`src/rtl/core/afm_pkg.sv`:
```
package afm_pkg;

  // One input item: three signed Q8.8 channels.
  typedef struct packed {
    logic signed [15:0] red_in;
    logic signed [15:0] green_in;
    logic signed [15:0] blue_in;
  } pix_in_t;

  // One result item: three Q1.12 channels, 4096 is 1.0.
  typedef struct packed {
    logic [12:0] red_out;
    logic [12:0] green_out;
    logic [12:0] blue_out;
  } pix_out_t;

  localparam int unsigned InW   = 16;
  localparam int unsigned OutW  = 13;
  localparam int unsigned UW    = 17;
  localparam int unsigned SqW   = 34;
  localparam int unsigned PolyW = 42;
  localparam int unsigned RemW  = 56;

  // Curve coefficients, scaled so that v = u / 1280 with u = 3 * x.
  localparam logic [PolyW-1:0] NumA = 42'd251;
  localparam logic [PolyW-1:0] NumB = 42'd3840;
  localparam logic [PolyW-1:0] DenA = 42'd243;
  localparam logic [PolyW-1:0] DenB = 42'd75520;
  localparam logic [PolyW-1:0] DenC = 42'd22937600;

  localparam logic [OutW-1:0] OneQ12 = 13'd4096;

endpackage

```
`src/rtl/core/afm_div_stage.sv`:
```
module afm_div_stage import afm_pkg::*; #(
  parameter int unsigned Shift = 0
) (
  input  logic             clk_i,
  input  logic [RemW-1:0]  r_i,
  input  logic [PolyW-1:0] den_i,
  input  logic [OutW-1:0]  q_i,
  output logic [RemW-1:0]  r_o,
  output logic [PolyW-1:0] den_o,
  output logic [OutW-1:0]  q_o
);

  logic [RemW-1:0] dsh;
  logic            ge;

  // One restoring step: try to take the shifted divisor off the remainder.
  assign dsh = RemW'(den_i) << Shift;
  assign ge  = (r_i >= dsh);

  always_ff @(posedge clk_i) begin
    r_o   <= ge ? (r_i - dsh) : r_i;
    den_o <= den_i;
    q_o   <= q_i | (ge ? (OutW'(1) << Shift) : '0);
  end

endmodule

```
`config.mk`:
```
export PLATFORM = sky130hd
export DESIGN_NAME = afm_div_stage
export DESIGN_NICKNAME = d
export VERILOG_FILES = /design/src/rtl/core/afm_pkg.sv /design/src/rtl/core/afm_div_stage.sv
export SDC_FILE = /design/constraint.sdc
export NUM_CORES = 1
export LEC_CHECK = 0
export BUFFER_PORTS_ARGS = -buffer_cell sky130_fd_sc_hd__buf_2
export CAP_MARGIN = 20
export CORE_UTILIZATION = 50
export DETAILED_ROUTE_END_ITERATION = 7
export HOLD_SLACK_MARGIN = 0.08
export PLACE_DENSITY = 0.92
export SLEW_MARGIN = 0
export SYNTH_ARGS = -nofsm -noshare
export SYNTH_HDL_FRONTEND = slang
export SYNTH_SLANG_ARGS = --single-unit
```
`constraint.sdc`:
```
create_clock -name clk_i -period 2.9 [get_ports clk_i]
set_input_delay 0.145 -clock clk_i [delete_from_list [all_inputs] [get_ports clk_i]]
set_output_delay 0.145 -clock clk_i [all_outputs]
set_load 0.1 [all_outputs]
```
* Yosys cells after proc, flatten, opt, wreduce, memory -nomap -nowiden *
Index checks and enable logic that the tools add are counted.

word-level totals
  output and inout bits = 111
  input bits = 112
  word-level logic and storage cells = 8
  register bits = 111

operators by class
  mux-type cells = 2
  bitwise operators = 1
  magnitude comparators = 1
  add/sub/neg operators = 1

operators by type and width
  operator          count
  $ge A56 B42 Y1    1
  $mux W56          1
  $sub A56 B42 Y56  1
  $or A13 B1 Y13    1
  $mux W1           1

* Depth between registers and ports, before layout *
  depth in word-level cells = 3
  mapped depth = 13
  gate-level depth less buffers = 11

* Worst setup path after synthesis *
OpenSTA, ideal clock, no wires.

  path kind = input to register
  start point = in den_i[9]
  end point = reg r_o[34]
  path buffers = 0
  library setup time = 0.116 ns
  stages on the path = 10
  arrival time = 2.343 ns
  slack = 0.441 ns
  data required time = 2.784 ns
  cells stage by stage = inv_1 ha_1 a21oi_1 o211ai_1 a41oi_1 nand2_1 a221oi_1 a21oi_1 or3_1 a31o_2

between the ends
  word-level cells in the longest chain between the ends = 2
  elaborated cells between the ends (all ways) = 3
  those cells by class = 1 x add/sub; 1 x order compare; 1 x mux

RTL lines
  element                                             line                                      text
  start: declaration                                  afm_div_stage.sv:6                        input logic [PolyW-1:0] den_i,
  $sub A56 B42 Y56 or $ge A56 B42 Y1 (tied branches)  afm_div_stage.sv:21, afm_div_stage.sv:18
  $mux W56 (*)                                        afm_div_stage.sv:21                       r_o <= ge ? (r_i - dsh) : r_i;
  end signal: assignment                              afm_div_stage.sv:21
  end: declaration                                    afm_div_stage.sv:8                        output logic [RemW-1:0] r_o,

Every way passes the cells marked *; elsewhere a longest branch is shown, timed or not.

* Worst setup path in the final report *
  start point = in r_i[3]
  end point = reg r_o[53]

between the ends
  word-level cells in the longest chain between the ends = 2
  elaborated cells between the ends (all ways) = 3
  those cells by class = 1 x add/sub; 1 x order compare; 1 x mux

RTL lines
  element                                             line                                      text
  start: declaration                                  afm_div_stage.sv:5                        input logic [RemW-1:0] r_i,
  $sub A56 B42 Y56 or $ge A56 B42 Y1 (tied branches)  afm_div_stage.sv:21, afm_div_stage.sv:18
  $mux W56 (*)                                        afm_div_stage.sv:21

Marked as above.

==> summary.txt <==
Outcome
  – Outcome: finished, violations left
  – Failing checks: DRC, setup timing

Power
  – Switching Fraction: between 40% and 50%
  – Reg power frac: between 30% and 40%
  – LEAKAGE: approximately 4.2 nW
  – Switching power: ~2.7 mW
  – Clock Power Share: a little under a quarter
  – Overall Power: approximately 5.7 mW
  – Int Power: just over 3 mW
  – Worst IR drop on VDD: 418 uV
  – PwrDens: about 640 nW/um2
  – Combinational share of power: a little under half

Timing
  – Final hold vios: 0
  – Final setup viols: 4
  – Tightest Pin Transition: roughly 0.8 ns
  – Setup TNS: -0.308 ns
  – Tcrit/Tclk final: 104%
  – Slew Limit Fails: 0
  – Min Tclk post-route: between 3 and 4 ns
  – Slew Limit Headroom: 46.5%
  – Final setup margin: -0.107 ns
  – F_max: approximately 330 MHz
  – Final hold slack: between 0.1 and 0.15 ns
  – RSZ-0062 raised after global routing: true

Setup path
  – Worst EP arrival: 3.25 ns
  – Critical path's most frequent cell: nor3_1
  – Worst Setup Start Kind: input pin
  – CP max stage delay: ~0.68 ns
  – Crit Path Max Fanout: 4
  – Worst Path Required: roughly 3.1 ns
  – CP cell instances: dlygate4sd3_1 -> buf_2 -> ha_1 -> o21a_1 -> o31a_1 -> o2111ai_2 -> nand4_1 -> buf_4 -> a31oi_4 -> nor3_1 -> nor3_1 -> xor2_1
  – CP max-delay cell: nor3_1
  – Kind of critical path: input pin to flop
  – Crit path capture type: flop

Clock tree
  – Worst-path clk slew: approximately 0.08 ns
  – Htree depth: 3
  – CTS Sinks: between 100 and 150
  – CTS tree: yes
  – TritonCTS Buffers: 9
  – CTS root buf: clkbuf_16
  – Clk buf depth: 2

Routing
  – Routed wire length: between 20 and 25 mm
  – Via/cell ratio: between 5 and 6
  – Post-DR wirelength/cell: between 15 and 20 um
  – Vias: 7227
  – Post-route ant nets: 0
  – Drt pass-1 iters: 8
  – DRC: 17
  – DR iter-0 viols: about 900

Hold path
  – Worst Hold Class: input pin to flop
  – Worst Hold End: r_o[26]$_DFF_P_
  – Hold path depth: 3
  – Hold wc startpoint: r_i[26]

Placed design
  – RD Place Congestion: 0.963
  – Pre-CTS setup slack: -0.0140 ns
  – Post-DP HPWL: between 10 and 15 mm
  – PortBufs: approximately 220
  – # placed instances: roughly 1.1k
  – Post-DP Area: between 7000 and 8000 um2

Synth
  – Syn_nets: a little under 900
  – Cells after Synth: between 700 and 800
  – Yosys reg bits: about 110
  – Post-synthesis sequential area ratio: about 37%
  – Syn avg cell area: about 8.4 um2
  – EDFF count, synth: 0
  – Mapped cell area: between 5000 and 6000 um2
  – FFs w/ async S/R, synth: 0%
  – Yosys cell types: slightly above 60
  – Yosys warnings: 0
  – Primary FF master, synth: dfxtp_1

Finish
  – Fillers: between 700 and 800
  – Cell Count, Final, Fillers Out: between 1k and 1.5k
  – Layout cells sized above 1: between 30% and 40%
  – Layout Utilization: 77.4%
  – Area growth syn-to-layout: 49.3%
  – Finished Cell Area: 8950 um2
  – Diode count: 0
  – Nets@finish: around 1.2k

Floorplan
  – Die area: 12400 um2
  – Core Area: ~12000 um2
  – Die Y: ~110 um
  – Initial Util: 51.8%
  – IO Count: 223
  – # rows: 39
  – Die extent in x: 111 um

GRT
  – First-pass GRT wire length: 34.5 mm
  – GRT Util Overall: a little over a third
  – Largest net degree at the start of global routing: 28
  – Vias in the first global route: between 7k and 8k
  – GRT Residual Overflow: 0
  – Initial antenna violation count: 0

Flow run
  – Max-cap viol count: 0
-- timing repair --
action / CTS / global route
resized for setup: 0 / 30
hold buffers: 106 / 0
endpoints found under the hold margin: 106 / 0
setup buffers: 0 / 4
setup endpoints to repair: 0 / 49
-- flip-flops by register name (all words and copies together), names as in the netlist --
name / cells
den_o: 42
q_o: 13
r_o: 56
-- worst max path at each step --
| stage | start | endpoint | slack [ns] | cells after the start |
|---|---|---|---|---|
| 6_report | r_i[3] | r_o[53]$_DFF_P_ | -0.11 | 12 |
| 5_1_grt | den_i[30] | r_o[53]$_DFF_P_ | -0.16 | 12 |
| 4_1_cts | r_i[24] | r_o[41]$_DFF_P_ | 0.02 | 11 |
| 3_5_place_dp | den_i[9] | r_o[21]$_DFF_P_ | -0.01 | 11 |
| 3_3_place_gp | r_i[5] | r_o[21]$_DFF_P_ | 0.09 | 10 |
| 2_1_floorplan | den_i[9] | r_o[34]$_DFF_P_ | 0.44 | 10 |
-- critical path: cells and delay by family --
| family | cells | cell delay (ns) |
|---|---|---|
| adders and majority gates | 1 | 0.34 |
| xor gates and xnor gates | 1 | 0.19 |
| and+or+nand+nor | 3 | 1.09 |
| buffers and inverters | 3 | 0.85 |
| AOI/OAI and AO/OA | 4 | 0.64 |
-- layer usage --
| metal | wire length, um | up-vias | track usage, % |
|---|---|---|---|
| met2 | 10800 | 578 | 61.0 |
| met4 | 1690 | 0 | 25.6 |
| li1 | - | 3208 | - |
| met1 | 8020 | 3273 | 37.1 |
| met3 | 1950 | 168 | 8.06 |
| met5 | 0 | - | 0 |
-- power groups by stage --
stage               sequential, mW  combinational, mW  clock [mW]
finish                        1.76               2.64        1.31
floorplan                     3.14              0.584           0
global route                  1.78               2.73        1.39
CTS                           1.75               2.54        1.30
global placement              1.78               2.40           0
detailed placement            1.78               2.42           0
-- cell type report --
cell class	instances	area, um2	share of cell area, %
Multi-Input combinational cell	513	3500	39.1
Timing Repair Buffer	374	2550	28.5
Sequential cell	111	2220	24.8
Clock buffer	10	229	2.56
Inverter	51	191	2.14
Tap cell	143	179	2.00
Clock inverter	6	77.6	0.867
-- cells in the final DEF, fill, tap and decap left out, types with 3 or more instances in the layout --
master	count
o21a_1	8
ha_1	39
clkbuf_16	9
o211ai_1	12
o21bai_1	9
ha_2	3
nand2_1	48
or3_1	8
o31ai_1	7
nor2b_1	7
nor3_1	9
dfxtp_1	111
a31o_2	5
a21o_1	14
nand4_1	19
inv_1	51
and2_1	5
buf_4	43
nand2b_1	4
a31oi_1	7
and3_1	6
or2_2	5
nor2_1	69
a21oi_2	3
xnor2_1	24
dlygate4sd3_1	106
o21ai_0	26
a21oi_1	77
buf_2	222
a211oi_1	6
nor4_2	5
xor2_1	22
nor4_1	8
nand3_1	9
-- logic make-up (layout without fill, tap and decap cells) --
family / after synthesis / after routing / share of synthesized area (%)
buffers and inverters: 87 / 441 / 6.58
AND/OR/NAND/NOR: 224 / 224 / 19.4
XOR/XNOR: 46 / 46 / 6.72
flip-flops: 111 / 111 / 37.1
AO/OA/AOI/OAI: 200 / 200 / 21.1
adder cells (fa/ha/maj): 43 / 43 / 9.10
-- synth_stat cells (14+ instances only) --
cell type,n,share of area [%]
a21o_1,14,1.8
a21oi_1,80,6.7
clkbuf_1,19,1.2
dfxtp_1,111,37
ha_1,42,8.8
inv_1,51,3.2
nand2_1,48,3.0
nand4_1,19,2.0
nor2_1,71,4.4
o21ai_0,30,2.5
xnor2_1,24,3.5
xor2_1,22,3.2
Note: power is estimated with default switching activity, not from simulation.
