[config.mk]
export PLATFORM = sky130hd
export DESIGN_NAME = afm_front
export DESIGN_NICKNAME = d
export VERILOG_FILES = /design/src/rtl/core/afm_pkg.sv /design/src/rtl/core/afm_front.sv
export SDC_FILE = /design/constraint.sdc
export NUM_CORES = 2
export LEC_CHECK = 0
export ABC_AREA = 1
export ABC_CLOCK_PERIOD_IN_PS = 9900
export BUFFER_PORTS_ARGS = -buffer_cell sky130_fd_sc_hd__buf_2
export CAP_MARGIN = 20
export CORE_ASPECT_RATIO = 2
export CORE_UTILIZATION = 25
export DETAILED_ROUTE_END_ITERATION = 12
export PLACE_DENSITY = 0.5
export REMOVE_ABC_BUFFERS = 1
export SYNTH_ARGS = -nofsm -noshare
export SYNTH_HDL_FRONTEND = slang
export SYNTH_SLANG_ARGS = --single-unit
[constraint.sdc]
create_clock -name clk_i -period 9.9 [get_ports clk_i]
set_input_delay 0.495 -clock clk_i [delete_from_list [all_inputs] [get_ports clk_i]]
set_output_delay 0.495 -clock clk_i [all_outputs]
set_load 0.005 [all_outputs]
[src/rtl/core/afm_pkg.sv]
package afm_pkg;

  // One input item: three signed Q8.8 channels.
  typedef struct packed {
    logic signed [15:0] red_in;
    logic signed [15:0] green_in;
    logic signed [15:0] blue_in;
  } pix_in_t;

  // One result item: three Q1.12 channels, 4096 is 1.0.
  typedef struct packed {
    logic [12:0] red_out;
    logic [12:0] green_out;
    logic [12:0] blue_out;
  } pix_out_t;

  localparam int unsigned InW   = 16;
  localparam int unsigned OutW  = 13;
  localparam int unsigned UW    = 17;
  localparam int unsigned SqW   = 34;
  localparam int unsigned PolyW = 42;
  localparam int unsigned RemW  = 56;

  // Curve coefficients, scaled so that v = u / 1280 with u = 3 * x.
  localparam logic [PolyW-1:0] NumA = 42'd251;
  localparam logic [PolyW-1:0] NumB = 42'd3840;
  localparam logic [PolyW-1:0] DenA = 42'd243;
  localparam logic [PolyW-1:0] DenB = 42'd75520;
  localparam logic [PolyW-1:0] DenC = 42'd22937600;

  localparam logic [OutW-1:0] OneQ12 = 13'd4096;

endpackage

[src/rtl/core/afm_front.sv]
module afm_front import afm_pkg::*; (
  input  logic                   clk_i,
  input  logic signed [InW-1:0]  x_i,
  output logic [RemW-1:0]        a_o,
  output logic [PolyW-1:0]       den_o
);

  logic [UW-1:0]    u_q, u2_q;
  logic [SqW-1:0]   sq_q;
  logic [PolyW-1:0] num_q, den_q, den4_q;
  logic [RemW-1:0]  a_q;

  // Stage 1: clamp negatives to zero and scale by three.
  always_ff @(posedge clk_i) begin
    if (x_i[InW-1]) begin
      u_q <= '0;
    end else begin
      u_q <= {1'b0, x_i[InW-1:0]} + {x_i[InW-1:0], 1'b0};
    end
  end

  // Stage 2: square.
  always_ff @(posedge clk_i) begin
    sq_q <= SqW'(u_q) * SqW'(u_q);
    u2_q <= u_q;
  end

  // Stage 3: numerator and denominator polynomials.
  always_ff @(posedge clk_i) begin
    num_q <= NumA * PolyW'(sq_q) + NumB * PolyW'(u2_q);
    den_q <= DenA * PolyW'(sq_q) + DenB * PolyW'(u2_q) + DenC;
  end

  // Stage 4: dividend scaled to Q12 with half the divisor added for rounding.
  always_ff @(posedge clk_i) begin
    a_q    <= {num_q, 12'd0} + RemW'(den_q >> 1);
    den4_q <= den_q;
  end

  assign a_o   = a_q;
  assign den_o = den4_q;

endmodule

# --- Word-level counts from Yosys, hierarchy flattened ---
# Cells that the tools add are included.
op_classes:
  multipliers: 5
  add_sub_neg: 5
ops:
  columns: ["cell", "count"]
  rows:
  - ["$mul A8 B34 Y42 const A", 2]
  - ["$add A54 B41 Y55", 1]
  - ["$add A42 B25 Y42 const B", 1]
  - ["$add A42 B29 Y42", 1]
  - ["$add A42 B34 Y42", 1]
  - ["$mul A17 B17 Y34", 1]
  - ["$mul A9 B17 Y26 const A", 1]
  - ["$mul A4 B17 Y21 const A", 1]
  - ["$add A16 B17 Y17", 1]
word_totals:
  elab_cells: 17
  output_inout_bits: 98
  inputBits: 17
  ff_bits: 249

# --- Depth between registers and ports, before layout ---
logic_depth:
  depth_word: 3
  depth_mapped: 38

# --- Worst setup path after synthesis ---
# Ideal clock, no wire load.
synth_timing:
  path_kind: "reg2reg"
  from: "reg u2_q[12]"
  to: "reg den_q[41]"
  setup_ns: 0.112
  path_stages_with_launch: 31
  t_required_ns: 9.788
  path_slack_ns: 2.952
  arrival_time_ns: 6.835
  path_cell_list: "dfxtp_1 inv_1 fa_1 inv_1 ha_1 inv_1 fa_1 fa_1 inv_1 ha_1 a21oi_1 o21ai_0 a21oi_1 xnor2_1 fa_1 fa_1 inv_1 fa_1 fa_1 fa_1 inv_1 ha_1 nand2_1 inv_2 nand2_1 nor2_1 nand4_1 nand3_1 nand2_1 nand3_1 nand2_1"
synth_between:
  elab_chain_len: 3
synth_rtl:
  columns: ["element", "line_no", "rtl"]
  rows:
  - ["from (decl)", "afm_front.sv:8", "logic [UW-1:0] u_q, u2_q;"]
  - ["from (signal assigned)", "afm_front.sv:25", "u2_q <= u_q;"]
  - ["$mul A9 B17 Y26", "afm_front.sv:31", "den_q <= DenA * PolyW'(sq_q) + DenB * PolyW'(u2_q) + DenC;"]
  - ["$add A42 B34 Y42", "afm_front.sv:31", null]
  - ["$add A42 B25 Y42", "afm_front.sv:31", null]
  - ["to (signal assigned)", "afm_front.sv:31", null]
  - ["to (decl)", "afm_front.sv:10", "logic [PolyW-1:0] num_q, den_q, den4_q;"]
# Every way passes these cells.
# A chain may end at the register's enable or synchronous reset.

# --- Worst setup path after layout ---
layout_timing:
  from: "reg u2_q[9]"
  to: "reg den_q[32]"
# The elaborated chain is that of the path after synthesis.

==> flow_results.xml <==
<?xml version="1.0" encoding="UTF-8"?>
<metrics>
  <group name="run_status">
    <metric name="outcome" unit="">finished, final reports clean</metric>
  </group>
  <group name="cts">
    <metric name="clock_latency" unit="ns">0.61</metric>
    <metric name="hold_buffers" unit="">0</metric>
    <metric name="number_of_buffers_on_the_longest_clock_path" unit="">3</metric>
    <metric name="resized_cells_post_cts" unit="">0</metric>
    <metric name="clk_transition_reported_paths" unit="ns">0.07</metric>
    <metric name="cts_max_level" unit="">1</metric>
    <metric name="cts_inserted_buffers" unit="">28</metric>
    <metric name="setup_fix_buffers_added_after_clock_tree_synthesis" unit="">0</metric>
    <metric name="ctsRootBufferMaster" unit="">sky130_fd_sc_hd__clkbuf_16</metric>
    <metric name="tritoncts_num_sinks" unit="">230</metric>
    <metric name="tritoncts" unit="">done</metric>
  </group>
  <group name="cells_and_area">
    <metric name="nNetsFinal" unit="">5896</metric>
    <metric name="fin_area" unit="um2">39800</metric>
    <metric name="syn2layout_area_growth" unit="%">10.0</metric>
    <metric name="post_layout_nonfiller_instances" unit="">6801</metric>
    <metric name="final_core_utilization" unit="">0.277</metric>
    <metric name="fraction_of_layout_cells_with_a_size_suffix_above_1" unit="">0.0415</metric>
  </group>
  <group name="detailed_routing">
    <metric name="vias" unit="">29113</metric>
    <metric name="dr.first_iter.drc_count" unit="">1032</metric>
    <metric name="post-route-drc-count" unit="">0</metric>
    <metric name="routed_via_density" unit="">4.28</metric>
    <metric name="antenna_violating_nets_post_route" unit="">0</metric>
    <metric name="detail_route.first_pass.iterations" unit="">5</metric>
    <metric name="wire_per_inst" unit="um">17.1</metric>
    <metric name="routed_wire_length" unit="um">116000</metric>
  </group>
  <group name="place">
    <metric name="gp_congestion" unit="">0.950</metric>
    <metric name="dp_hpwl" unit="um">105000</metric>
    <metric name="port_buffers" unit="">113</metric>
    <metric name="placement.cell_area" unit="um2">38900</metric>
    <metric name="dp_cells" unit="">6749</metric>
  </group>
  <group name="setup_path">
    <metric name="critical-path-top-cell-by-count" unit="">sky130_fd_sc_hd__fa_1</metric>
    <metric name="worstPathRequired" unit="ns">10.40</metric>
    <metric name="critPathMaxStageDelay" unit="ns">0.59</metric>
    <metric name="crit_path_top_delay_cell" unit="">sky130_fd_sc_hd__dfxtp_1</metric>
    <metric name="setup.worst_path.class" unit="">reg2reg</metric>
    <metric name="worst-endpoint-arrival" unit="ns">8.67</metric>
    <metric name="endpoint_kind_of_the_worst_setup_timing_path" unit="">register</metric>
    <metric name="setup.worst_path.start_class" unit="">register</metric>
    <metric name="worst-path-max-fanout" unit="">6</metric>
    <metric name="critical-path-top-delay-family" unit="">adder cells</metric>
    <metric name="critical_path_buf_inv_count" unit="">5</metric>
  </group>
  <group name="logic_synthesis">
    <metric name="syn_area_per_cell" unit="um2">7.54</metric>
    <metric name="synth.top_cell.area_share" unit="">0.301</metric>
    <metric name="synth_ff_type" unit="">sky130_fd_sc_hd__dfxtp_1</metric>
    <metric name="synth_most_common_cell" unit="">sky130_fd_sc_hd__inv_1</metric>
    <metric name="synthTopCellsByArea" unit="">sky130_fd_sc_hd__fa_1, sky130_fd_sc_hd__ha_1, sky130_fd_sc_hd__inv_1</metric>
    <metric name="synth_async_sr_flop_share" unit="">0</metric>
    <metric name="synth.ff_latch_count" unit="">230</metric>
    <metric name="synth_top_cells_by_count" unit="">sky130_fd_sc_hd__inv_1, sky130_fd_sc_hd__nand2_1, sky130_fd_sc_hd__fa_1, sky130_fd_sc_hd__ha_1, sky130_fd_sc_hd__nor2_1</metric>
    <metric name="synthDistinctLibCells" unit="">40</metric>
    <metric name="netlist_area" unit="um2">36200</metric>
    <metric name="yosysWarningCount" unit="">0</metric>
    <metric name="synth_edf_count" unit="">0</metric>
    <metric name="synth_sequential_area_ratio" unit="">0.127</metric>
    <metric name="synth_top_area_cell" unit="">sky130_fd_sc_hd__fa_1</metric>
    <metric name="postSynthCellCount" unit="">4792</metric>
  </group>
  <group name="global_routing">
    <metric name="grt_start_max_net_pins" unit="">21</metric>
    <metric name="grt_pass1_vias" unit="">32788</metric>
    <metric name="grt_usage" unit="">0.162</metric>
    <metric name="antenna_found_initial" unit="">4</metric>
    <metric name="grt_remaining_overflow" unit="">0</metric>
    <metric name="wire_length_of_the_first_global_routing_pass" unit="um">179000</metric>
  </group>
  <group name="sta">
    <metric name="max_slew.worst_pin.slew" unit="ns">1.16</metric>
    <metric name="final_max_slew_viol_count" unit="">0</metric>
    <metric name="timing.final.crit_period" unit="ns">8.17</metric>
    <metric name="final.setup.tns" unit="ns">0</metric>
    <metric name="finalHoldViolations" unit="">0</metric>
    <metric name="achievable-frequency" unit="MHz">122</metric>
    <metric name="final_worst_path_cycle_share" unit="">0.825</metric>
    <metric name="setup_viol_count_final" unit="">0</metric>
    <metric name="tightest_slew_margin_relative_to_the_limit" unit="">0.223</metric>
    <metric name="rsz0062_at_grt" unit="">false</metric>
    <metric name="clock_skew" unit="ns">0.0255</metric>
  </group>
  <group name="worst_hold_path">
    <metric name="hold_class" unit="">in2reg</metric>
  </group>
  <group name="run">
    <metric name="drv_cap" unit="">0</metric>
  </group>
  <group name="floorplanning">
    <metric name="die_height" unit="um">540</metric>
    <metric name="fp.dieArea" unit="um2">146000</metric>
    <metric name="pin_count" unit="">115</metric>
    <metric name="die_width" unit="um">271</metric>
    <metric name="row_count" unit="">197</metric>
    <metric name="core_area" unit="um2">144000</metric>
    <metric name="starting_density_of_the_core" unit="">0.252</metric>
  </group>
</metrics>
[cells by family (layout without fill, tap and decap cells)]
kind of cell | after synthesis | in the layout | share of synthesized area
DFF | 230 | 230 | 0.127
adders and majority gates | 990 | 990 | 0.455
buffers and inverters | 1433 | 1548 | 0.150
AOI/OAI and AO/OA | 281 | 281 | 0.0421
and+or+nand+nor | 1740 | 1740 | 0.197
other | 2 | 6 | 0.000208
xor gates and xnor gates | 116 | 116 | 0.0281
[worst paths after layout]
| check | start | endpoint | slack [ns] | cells after the start |
|---|---|---|---|---|
| worst max-delay path | u2_q[9]$_DFF_P_ | den_q[32]$_DFF_P_ | 1.73 | 29 |
| worst min-delay path | x_i[0] | u_q[0]$_SDFF_PP0_ | 0.11 | 3 |
| worst max register to register | u2_q[9]$_DFF_P_ | den_q[32]$_DFF_P_ | 1.73 | 29 |
| worst min register to register | den_q[8]$_DFF_P_ | a_o[7]$_DFF_P_ | 0.33 | 0 |
[cells in the final DEF, fill, tap and decap left out, types with 4 or more instances in the layout]
cell type	n
sky130_fd_sc_hd__nand4_1	40
sky130_fd_sc_hd__o21bai_1	17
sky130_fd_sc_hd__fa_1	543
sky130_fd_sc_hd__conb_1	5
sky130_fd_sc_hd__o21a_1	4
sky130_fd_sc_hd__clkinvlp_4	6
sky130_fd_sc_hd__nand3_1	161
sky130_fd_sc_hd__dfxtp_1	230
sky130_fd_sc_hd__inv_1	1382
sky130_fd_sc_hd__clkbuf_16	29
sky130_fd_sc_hd__buf_2	113
sky130_fd_sc_hd__a21oi_1	168
sky130_fd_sc_hd__a21o_1	9
sky130_fd_sc_hd__a31oi_1	8
sky130_fd_sc_hd__nor3_1	27
sky130_fd_sc_hd__nor2_2	8
sky130_fd_sc_hd__nand2_1	1183
sky130_fd_sc_hd__nor2_1	262
sky130_fd_sc_hd__xnor2_1	36
sky130_fd_sc_hd__xor2_1	80
sky130_fd_sc_hd__nand3_2	11
sky130_fd_sc_hd__nand2_2	14
sky130_fd_sc_hd__o21ai_0	64
sky130_fd_sc_hd__nor4_1	9
sky130_fd_sc_hd__nand3b_1	14
sky130_fd_sc_hd__ha_1	447
[cell type report]
type	instances	area (um2)
sequential	230	4600
timing repair buffer	114	573
tap	1890	2360
antenna	1	2.50
multi-input combinational	3132	26100
inverter	1383	5190
clock buffer	35	778
clock inverter	16	133
fill	15834	104000
[sequential cells by signal (all words and copies together), names as in the netlist]
signal and count:
den_o 29, u2_q 16, den_q 41, sq_q 33, a_o 55, num_q 39
u_q 17
[layer usage]
| metal | vias to the layer above | share of wire | GRT usage |
|---|---|---|---|
| met5 | - | 0.00011 | 0 |
| met3 | 325 | 0.021 | 0.0115 |
| met1 | 13961 | 0.31 | 0.130 |
| met4 | 2 | 0.085 | 0.117 |
| li1 | 14280 | - | - |
| met2 | 545 | 0.59 | 0.348 |
[worst reg2reg max path: cells and delay by family, from the launching register on]
kind,cells,cell delay [ns]
AND/OR/NAND/NOR,11,1.81
AO/OA/AOI/OAI,1,0.22
flip-flops,1,0.59
buffers and inverters,5,0.33
adder cells (fa/ha/maj),11,4.90
XOR/XNOR,1,0.19
[through the flow]
stage	hold WS (ns)	worst slack, ns
2_1_floorplan	0.310	2.95
3_3_place_gp	0.315	1.75
3_5_place_dp	0.312	1.77
4_1_cts	0.0647	1.70
5_1_grt	0.126	1.39
6_report	0.114	1.73
Power is not shown: default switching activity piles up to over one toggle a cycle in this logic, so the estimate is an artifact.
